**config.mk**
```make
export PLATFORM = sky130hd
export DESIGN_NAME = unsigned_to_base_digits_unit
export DESIGN_NICKNAME = d
export VERILOG_FILES = /design/src/utd_pkg.sv /design/src/utd_ram.sv /design/src/utd_datapath.sv /design/src/utd_ctrl.sv /design/src/unsigned_to_base_digits_unit.sv
export SDC_FILE = /design/constraint.sdc
export NUM_CORES = 1
export LEC_CHECK = 0
export ABC_CLOCK_PERIOD_IN_PS = 16600
export BUFFER_PORTS_ARGS = -buffer_cell sky130_fd_sc_hd__buf_4
export CAP_MARGIN = 15
export CORE_MARGIN = 5
export CORE_UTILIZATION = 57
export DETAILED_ROUTE_END_ITERATION = 6
export GPL_TIMING_DRIVEN = 0
export PLACE_DENSITY_LB_ADDON = 0.1
export REMOVE_ABC_BUFFERS = 1
export SLEW_MARGIN = 10
export SYNTH_ARGS = -nofsm -noshare
export SYNTH_HDL_FRONTEND = slang
export SYNTH_SLANG_ARGS = --single-unit
```
**constraint.sdc**
```tcl
create_clock -name clk_i -period 16.6 [get_ports clk_i]
set_input_delay 3.32 -clock clk_i [delete_from_list [all_inputs] [get_ports clk_i]]
set_output_delay 3.32 -clock clk_i [all_outputs]
set_load 0.01 [all_outputs]
```
**src/utd_pkg.sv**
```systemverilog
// Shared constants, types and helpers for the unsigned-to-base-digits unit.
// Depends on nothing; the datapath, controller, top level and checker import it.
package utd_pkg;

  localparam int VALUE_BITS  = 64;
  localparam int IN_BITS     = 64;
  localparam int CHUNK       = 8;
  localparam int STEPS       = (VALUE_BITS + CHUNK - 1) / CHUNK;
  localparam int REG_BITS    = STEPS * CHUNK;
  localparam int STEP_W      = (STEPS > 1) ? $clog2(STEPS) : 1;
  localparam int MAX_DIGITS  = VALUE_BITS;
  localparam int DIG_AW      = $clog2(MAX_DIGITS);
  localparam int DIGIT_W     = 4;
  localparam int RADIX_W     = 5;
  localparam int CHAR_W      = 7;

  localparam logic [RADIX_W-1:0] RADIX_MIN   = 5'd2;
  localparam logic [RADIX_W-1:0] RADIX_MAX   = 5'd16;
  localparam logic [RADIX_W-1:0] RADIX_RESET = 5'd16;

  localparam logic [CHAR_W-1:0] CHAR_ZERO   = 7'h30;
  localparam logic [CHAR_W-1:0] CHAR_LOWER_A = 7'h61;

  typedef struct packed {
    logic              load;
    logic              step;
    logic              first;
    logic              wr_en;
    logic [DIG_AW-1:0] wr_addr;
    logic              rd_en;
    logic [DIG_AW-1:0] rd_addr;
  } cmd_t;

  typedef struct packed {
    logic quot_zero;
  } sts_t;

  // Clamp a written radix into the supported range.
  function automatic logic [RADIX_W-1:0] clamp_radix(input logic [RADIX_W-1:0] r);
    if (r < RADIX_MIN) begin
      return RADIX_MIN;
    end else if (r > RADIX_MAX) begin
      return RADIX_MAX;
    end
    return r;
  endfunction

  // Map a digit to its lower-case ASCII character.
  function automatic logic [CHAR_W-1:0] digit_char(input logic [DIGIT_W-1:0] d);
    if (d < 4'd10) begin
      return CHAR_ZERO + CHAR_W'(d);
    end
    return CHAR_LOWER_A + CHAR_W'(d - 4'd10);
  endfunction

endpackage

```
**src/utd_ram.sv**
```systemverilog
// Generic single-write, single-read RAM with registered read data.
// Depends on nothing.
module utd_ram #(
  parameter int WIDTH = 4,
  parameter int DEPTH = 64
) (
  input  logic                     clk_i,
  input  logic                     we_i,
  input  logic [$clog2(DEPTH)-1:0] waddr_i,
  input  logic [WIDTH-1:0]         wdata_i,
  input  logic                     re_i,
  input  logic [$clog2(DEPTH)-1:0] raddr_i,
  output logic [WIDTH-1:0]         rdata_o
);

  logic [WIDTH-1:0] mem_q [DEPTH];
  logic [WIDTH-1:0] rdata_q;

  always_ff @(posedge clk_i) begin
    if (we_i) begin
      mem_q[waddr_i] <= wdata_i;
    end
    if (re_i) begin
      rdata_q <= mem_q[raddr_i];
    end
  end

  assign rdata_o = rdata_q;

endmodule

```
**src/utd_datapath.sv**
```systemverilog
// Datapath: radix register, chunked divide-by-radix unit and digit store.
// Depends on utd_pkg and utd_ram.
module utd_datapath
  import utd_pkg::*;
(
  input  logic                clk_i,
  input  logic                rst_ni,
  input  logic                cfg_we_i,
  input  logic [RADIX_W-1:0]  cfg_data_i,
  input  logic [IN_BITS-1:0]  value_i,
  input  cmd_t                cmd_i,
  output sts_t                sts_o,
  output logic [CHAR_W-1:0]   digit_char_o
);

  logic [RADIX_W-1:0]  radix_q;
  logic [REG_BITS-1:0] value_q, value_d;
  logic [DIGIT_W-1:0]  rem_q, rem_d;
  logic                qnz_q, qnz_d;
  logic [CHUNK-1:0]    qbits;
  logic [DIGIT_W-1:0]  rdata;

  // Radix is configuration state: clamp on write.
  always_ff @(posedge clk_i or negedge rst_ni) begin
    if (!rst_ni) begin
      radix_q <= RADIX_RESET;
    end else if (cfg_we_i) begin
      radix_q <= clamp_radix(cfg_data_i);
    end
  end

  // One chunk of restoring division: remainder stays below the radix.
  always_comb begin
    logic [DIGIT_W-1:0] r;
    logic [RADIX_W-1:0] t;
    logic [CHUNK-1:0]   chunk;
    r     = cmd_i.first ? '0 : rem_q;
    chunk = value_q[REG_BITS-1 -: CHUNK];
    qbits = '0;
    for (int i = CHUNK - 1; i >= 0; i--) begin
      t = {r, chunk[i]};
      if (t >= radix_q) begin
        r        = DIGIT_W'(t - radix_q);
        qbits[i] = 1'b1;
      end else begin
        r = t[DIGIT_W-1:0];
      end
    end
    rem_d   = r;
    value_d = (value_q << CHUNK) | REG_BITS'(qbits);
    qnz_d   = (cmd_i.first ? 1'b0 : qnz_q) | (|qbits);
  end

  always_ff @(posedge clk_i) begin
    if (cmd_i.load) begin
      value_q <= REG_BITS'(value_i[VALUE_BITS-1:0]);
    end else if (cmd_i.step) begin
      value_q <= value_d;
      rem_q   <= rem_d;
      qnz_q   <= qnz_d;
    end
  end

  assign sts_o.quot_zero = !qnz_d;

  utd_ram #(
    .WIDTH (DIGIT_W),
    .DEPTH (MAX_DIGITS)
  ) u_digits (
    .clk_i   (clk_i),
    .we_i    (cmd_i.wr_en),
    .waddr_i (cmd_i.wr_addr),
    .wdata_i (rem_d),
    .re_i    (cmd_i.rd_en),
    .raddr_i (cmd_i.rd_addr),
    .rdata_o (rdata)
  );

  assign digit_char_o = digit_char(rdata);

endmodule

```
**src/utd_ctrl.sv**
```systemverilog
// Controller: sequences the chunk steps per digit, then reads the digits back
// most significant first. Depends on utd_pkg.
module utd_ctrl
  import utd_pkg::*;
(
  input  logic clk_i,
  input  logic rst_ni,
  input  logic start,
  output logic busy,
  input  sts_t sts_i,
  output cmd_t cmd_o,
  output logic out_strobe_o,
  output logic last_digit_o
);

  typedef enum logic [1:0] {
    ST_IDLE,
    ST_DIV,
    ST_EMIT
  } state_e;

  state_e            state_q;
  logic [STEP_W-1:0] step_q;
  logic [DIG_AW-1:0] cnt_q;
  logic [DIG_AW-1:0] idx_q;
  logic              out_valid_q;
  logic              out_last_q;
  logic              last_step;

  assign busy      = (state_q != ST_IDLE);
  assign last_step = (step_q == STEP_W'(STEPS - 1));

  always_comb begin
    cmd_o         = '0;
    cmd_o.load    = (state_q == ST_IDLE) && start;
    cmd_o.step    = (state_q == ST_DIV);
    cmd_o.first   = (step_q == '0);
    cmd_o.wr_en   = (state_q == ST_DIV) && last_step;
    cmd_o.wr_addr = cnt_q;
    cmd_o.rd_en   = (state_q == ST_EMIT);
    cmd_o.rd_addr = idx_q;
  end

  always_ff @(posedge clk_i or negedge rst_ni) begin
    if (!rst_ni) begin
      state_q     <= ST_IDLE;
      step_q      <= '0;
      cnt_q       <= '0;
      idx_q       <= '0;
      out_valid_q <= 1'b0;
      out_last_q  <= 1'b0;
    end else begin
      out_valid_q <= 1'b0;
      out_last_q  <= 1'b0;
      case (state_q)
        ST_IDLE: begin
          if (start) begin
            step_q  <= '0;
            cnt_q   <= '0;
            state_q <= ST_DIV;
          end
        end
        ST_DIV: begin
          if (last_step) begin
            step_q <= '0;
            if (sts_i.quot_zero || cnt_q == DIG_AW'(MAX_DIGITS - 1)) begin
              idx_q   <= cnt_q;
              state_q <= ST_EMIT;
            end else begin
              cnt_q <= cnt_q + 1'b1;
            end
          end else begin
            step_q <= step_q + 1'b1;
          end
        end
        ST_EMIT: begin
          out_valid_q <= 1'b1;
          out_last_q  <= (idx_q == '0);
          if (idx_q == '0) begin
            state_q <= ST_IDLE;
          end else begin
            idx_q <= idx_q - 1'b1;
          end
        end
        default: begin
          state_q <= ST_IDLE;
        end
      endcase
    end
  end

  assign out_strobe_o = out_valid_q;
  assign last_digit_o = out_last_q;

endmodule

```
**src/unsigned_to_base_digits_unit.sv**
```systemverilog
// Top level of the unsigned-to-base-digits unit: ties controller and datapath.
// Depends on utd_pkg, utd_ctrl and utd_datapath.
//
// Usage:
//   Request channel: drive value_i and raise start; the request is taken at a
//   clock edge with start high and busy low. busy stays high while the value
//   is being converted and its digits are being sent out.
//   Result channel: each digit appears for exactly one cycle with out_strobe_o
//   high; digit_char_o holds the lower-case ASCII character and last_digit_o
//   marks the least significant, final digit. Digits come most significant
//   first. The receiver cannot stall; nothing holds results back.
//   Configuration: write the radix through cfg_valid_i/cfg_ready_o while the
//   unit is idle. Values below 2 act as 2, values above 16 act as 16.
// Timing:
//   Each digit is produced by the divider, which retires 8 dividend bits a
//   cycle through a remainder chain; once all digits are stored they are read
//   back from the digit store, most significant first. busy drops in the
//   cycle of the last strobe, so the next request can follow right away.
// Reset:
//   rst_ni clears the controller and sets the radix to 16. The digit store
//   needs no clearing: every entry is written before it is read.
module unsigned_to_base_digits_unit
  import utd_pkg::*;
(
  input  logic               clk_i,
  input  logic               rst_ni,
  input  logic               start,
  output logic               busy,
  input  logic [IN_BITS-1:0] value_i,
  input  logic               cfg_valid_i,
  output logic               cfg_ready_o,
  input  logic [RADIX_W-1:0] cfg_data_i,
  output logic               out_strobe_o,
  output logic [CHAR_W-1:0]  digit_char_o,
  output logic               last_digit_o
);

  cmd_t cmd;
  sts_t sts;

  // Radix writes are always taken; software must keep them to idle periods, which this block leaves unchecked.
  assign cfg_ready_o = 1'b1;

  utd_ctrl u_ctrl (
    .clk_i        (clk_i),
    .rst_ni       (rst_ni),
    .start        (start),
    .busy         (busy),
    .sts_i        (sts),
    .cmd_o        (cmd),
    .out_strobe_o (out_strobe_o),
    .last_digit_o (last_digit_o)
  );

  utd_datapath u_dp (
    .clk_i        (clk_i),
    .rst_ni       (rst_ni),
    .cfg_we_i     (cfg_valid_i && cfg_ready_o),
    .cfg_data_i   (cfg_data_i),
    .value_i      (value_i),
    .cmd_i        (cmd),
    .sts_o        (sts),
    .digit_char_o (digit_char_o)
  );

endmodule

```
==> impl_metrics.ini <==
[yosys]
ys_ff_latch = 353
synth_edf_count = 329
synth_top_family_by_area = multiplexers
synth-xor-area-share = 0.0102
seq_area_frac_synth = 0.642
yosysUniqueCellTypes = 59
synth_area_leaders = edfxtp_1 (60%), mux4_2 (9.2%), nand2_1 (5.3%)
synth_top_area_frac = 0.605
synth.largest_area_cell = edfxtp_1
synthSimpleGateAreaFrac = 0.102
synth.avg_cell_area_um2 = 13.9
synth_fa_ha_area_frac = 0.0461
netlist_instances = 1173
yosysWarnings = 0
synthArstFlopShare = 0.0680
synthesis.area_um2 = 16300
synth-main-ff-cell = edfxtp_1
synth_mux_area_frac = 0.121
synth-compound-area-share = 0.0548

[timing]
max_freq_mhz = 70.3
hold_viol_final = 0
tightest_slew_ns = 1.16
slew_headroom = 0.224
finalSetupTns_ns = 0
drv_slew = 0
hold_slack_ns = 0.508
min_period_ns = 14.23
rsz0062_at_grt = no
min_period_over_period = 0.857
setup_viol = 0
finClkSkew_ns = 0.0182

[floorplan]
die_area_um2 = 32100
rows = 62
die_x_um = 179
coreArea_um2 = 28500
fp.dieH_um = 179
initial_utilization = 0.574
io-pin-count = 84

[clocking]
htreeDepth = 2
post_cts_buffers = 0
clock-sinks = 353
cts.clk_slew.worst_paths_ns = 0.06
clockRootBuffer = clkbuf_16
ctsResizeCount = 0
cts_made_buffers = 37
cts_buffer_depth = 3
clk_latency_ns = 0.51
cts_tree = built
postCtsHoldBufs = 0

[layout]
final_common_cell = edfxtp_1
fill_cells = 2064
utilization = 0.651
area_delta_synth_final_pct = 13.5
final_layout_size_suffix_gt1_frac = 0.193
nNetsFinal = 1375
design_area_um2 = 18500
diodes = 0
layout_common_cells = edfxtp_1 (329), nand2_1 (230), nor2_1 (114)

[global_routing]
grt_pass1_wl_um = 54400
grt_antenna_before_repair = 0
grt_pass1_vias = 9472
track_usage = 0.221
grt-ovfl-total = 0
grt_max_degree = 75

[flow_run]
drv_cap = 0

[setup_path]
cp.required_ns = 16.98
worstPathArrival_ns = 14.61
cp_slowest_cell = nand4_1
crit_path_max_fanout = 20
cpMostUsedCell = ha_1
crit_path_max_incr_delay_ns = 0.77
endpoint_kind = flop
crit_path_start_kind = flop
worst-setup-path-type = reg2reg

[placement]
io_buffers = 82
dpl_cell_area_um2 = 17300
globalplace.congestion = 0.806
dp_hpwl_um = 21700

[min_path]
worstHoldPathType = reg2reg

[drt]
drtPass1Iterations = 5
via_per_inst = 5.82
wire_per_inst_um = 20.7
routed_wl_um = 34300
postRouteAntennaNets = 0
drc = 0
drtIter0Drc = 800
vias = 9636

[outcome]
status = completed
cells by family (layout without fill, tap and decap cells):
kind of cell / after synthesis / in the layout
DFF: 353 / 353
and+or+nand+nor: 403 / 403
buffers and inverters: 95 / 195
AOI/OAI and AO/OA: 135 / 135
adders and majority gates: 56 / 56
other: 1 / 1
muxes: 111 / 111
xor gates and xnor gates: 19 / 19
synthesized netlist by cell type, types with 8 or more instances:
| library cell | instances |
|---|---|
| a21o_1 | 9 |
| nand3_1 | 13 |
| o211ai_1 | 8 |
| nor2_1 | 114 |
| a21oi_1 | 32 |
| mux2i_1 | 24 |
| clkbuf_1 | 30 |
| mux4_2 | 67 |
| buf_2 | 9 |
| dfrtp_1 | 23 |
| o21ai_0 | 27 |
| inv_1 | 42 |
| nand2b_1 | 8 |
| nand2_1 | 232 |
| mux2_2 | 20 |
| edfxtp_1 | 329 |
| ha_1 | 49 |
| buf_1 | 9 |
| xnor2_1 | 14 |
final timing paths:
path,start,end,slack [ns],cells past startpoint
worst min-delay path,u_dp.value_q[44],u_dp.value_q[52],0.51,2
max in group asynchronous,rst_ni,u_dp.radix_q[4],13.59,1
worst max register to register,u_ctrl.step_q[0],u_ctrl.idx_q[0],2.37,54
min in group asynchronous,rst_ni,u_ctrl.idx_q[4],2.72,1
worst max-delay path,u_ctrl.step_q[0],u_ctrl.idx_q[0],2.37,54
worst min register to register,u_dp.value_q[44],u_dp.value_q[52],0.51,2
through the flow:
stage                     instances  worst slack, ns
final                          1657             2.37
after global routing           1657             1.29
after CTS                      1656             2.37
after detailed placement       1590             2.38
after global placement         1586            0.433
after floorplan                1120             3.91
routing by layer:
layer / vias to the layer above / part of all wire / track usage
li1: 4528 / - / -
met1: 4795 / 0.45 / 0.332
met2: 272 / 0.48 / 0.346
met3: 41 / 0.057 / 0.0373
met4: 0 / 0.018 / 0.0457
met5: - / 0 / 0
state kept, by name, indices dropped and copies added (netlist names):
name                   flops
u_dp.rem_q                 4
u_ctrl.idx_q               6
u_ctrl.out_strobe_o        1
u_dp.u_digits.mem_q      256
u_dp.value_q              64
u_dp.radix_q               5
u_dp.qnz_q                 1
u_ctrl.step_q              3
u_ctrl.state_q             2
u_ctrl.last_digit_o        1
u_dp.u_digits.rdata_o      4
u_ctrl.cnt_q               6
area by class of cell:
| class | instances | area [µm²] | area share |
|---|---|---|---|
| clock inverters | 25 | 235 | 0.0127 |
| multi-input cells | 725 | 5490 | 0.296 |
| repair buffers | 87 | 723 | 0.0390 |
| clock buffers | 41 | 951 | 0.0513 |
| flip-flops and latches | 353 | 10500 | 0.566 |
| inverters | 42 | 158 | 0.00851 |
| well taps | 384 | 480 | 0.0259 |
worst max-delay path, delay by kind of cell, from the launching register on:
kind	cells	cell delay [ns]
AO/OA/AOI/OAI	23	6.01
AND/OR/NAND/NOR	10	2.73
adder cells (fa/ha/maj)	9	2.60
multiplexers	4	1.48
buffers and inverters	8	0.86
flip-flops	1	0.39
Power is left out: the tool's default activity adds up to more than one toggle a clock period on the data nets, which glitch-free logic cannot reach.
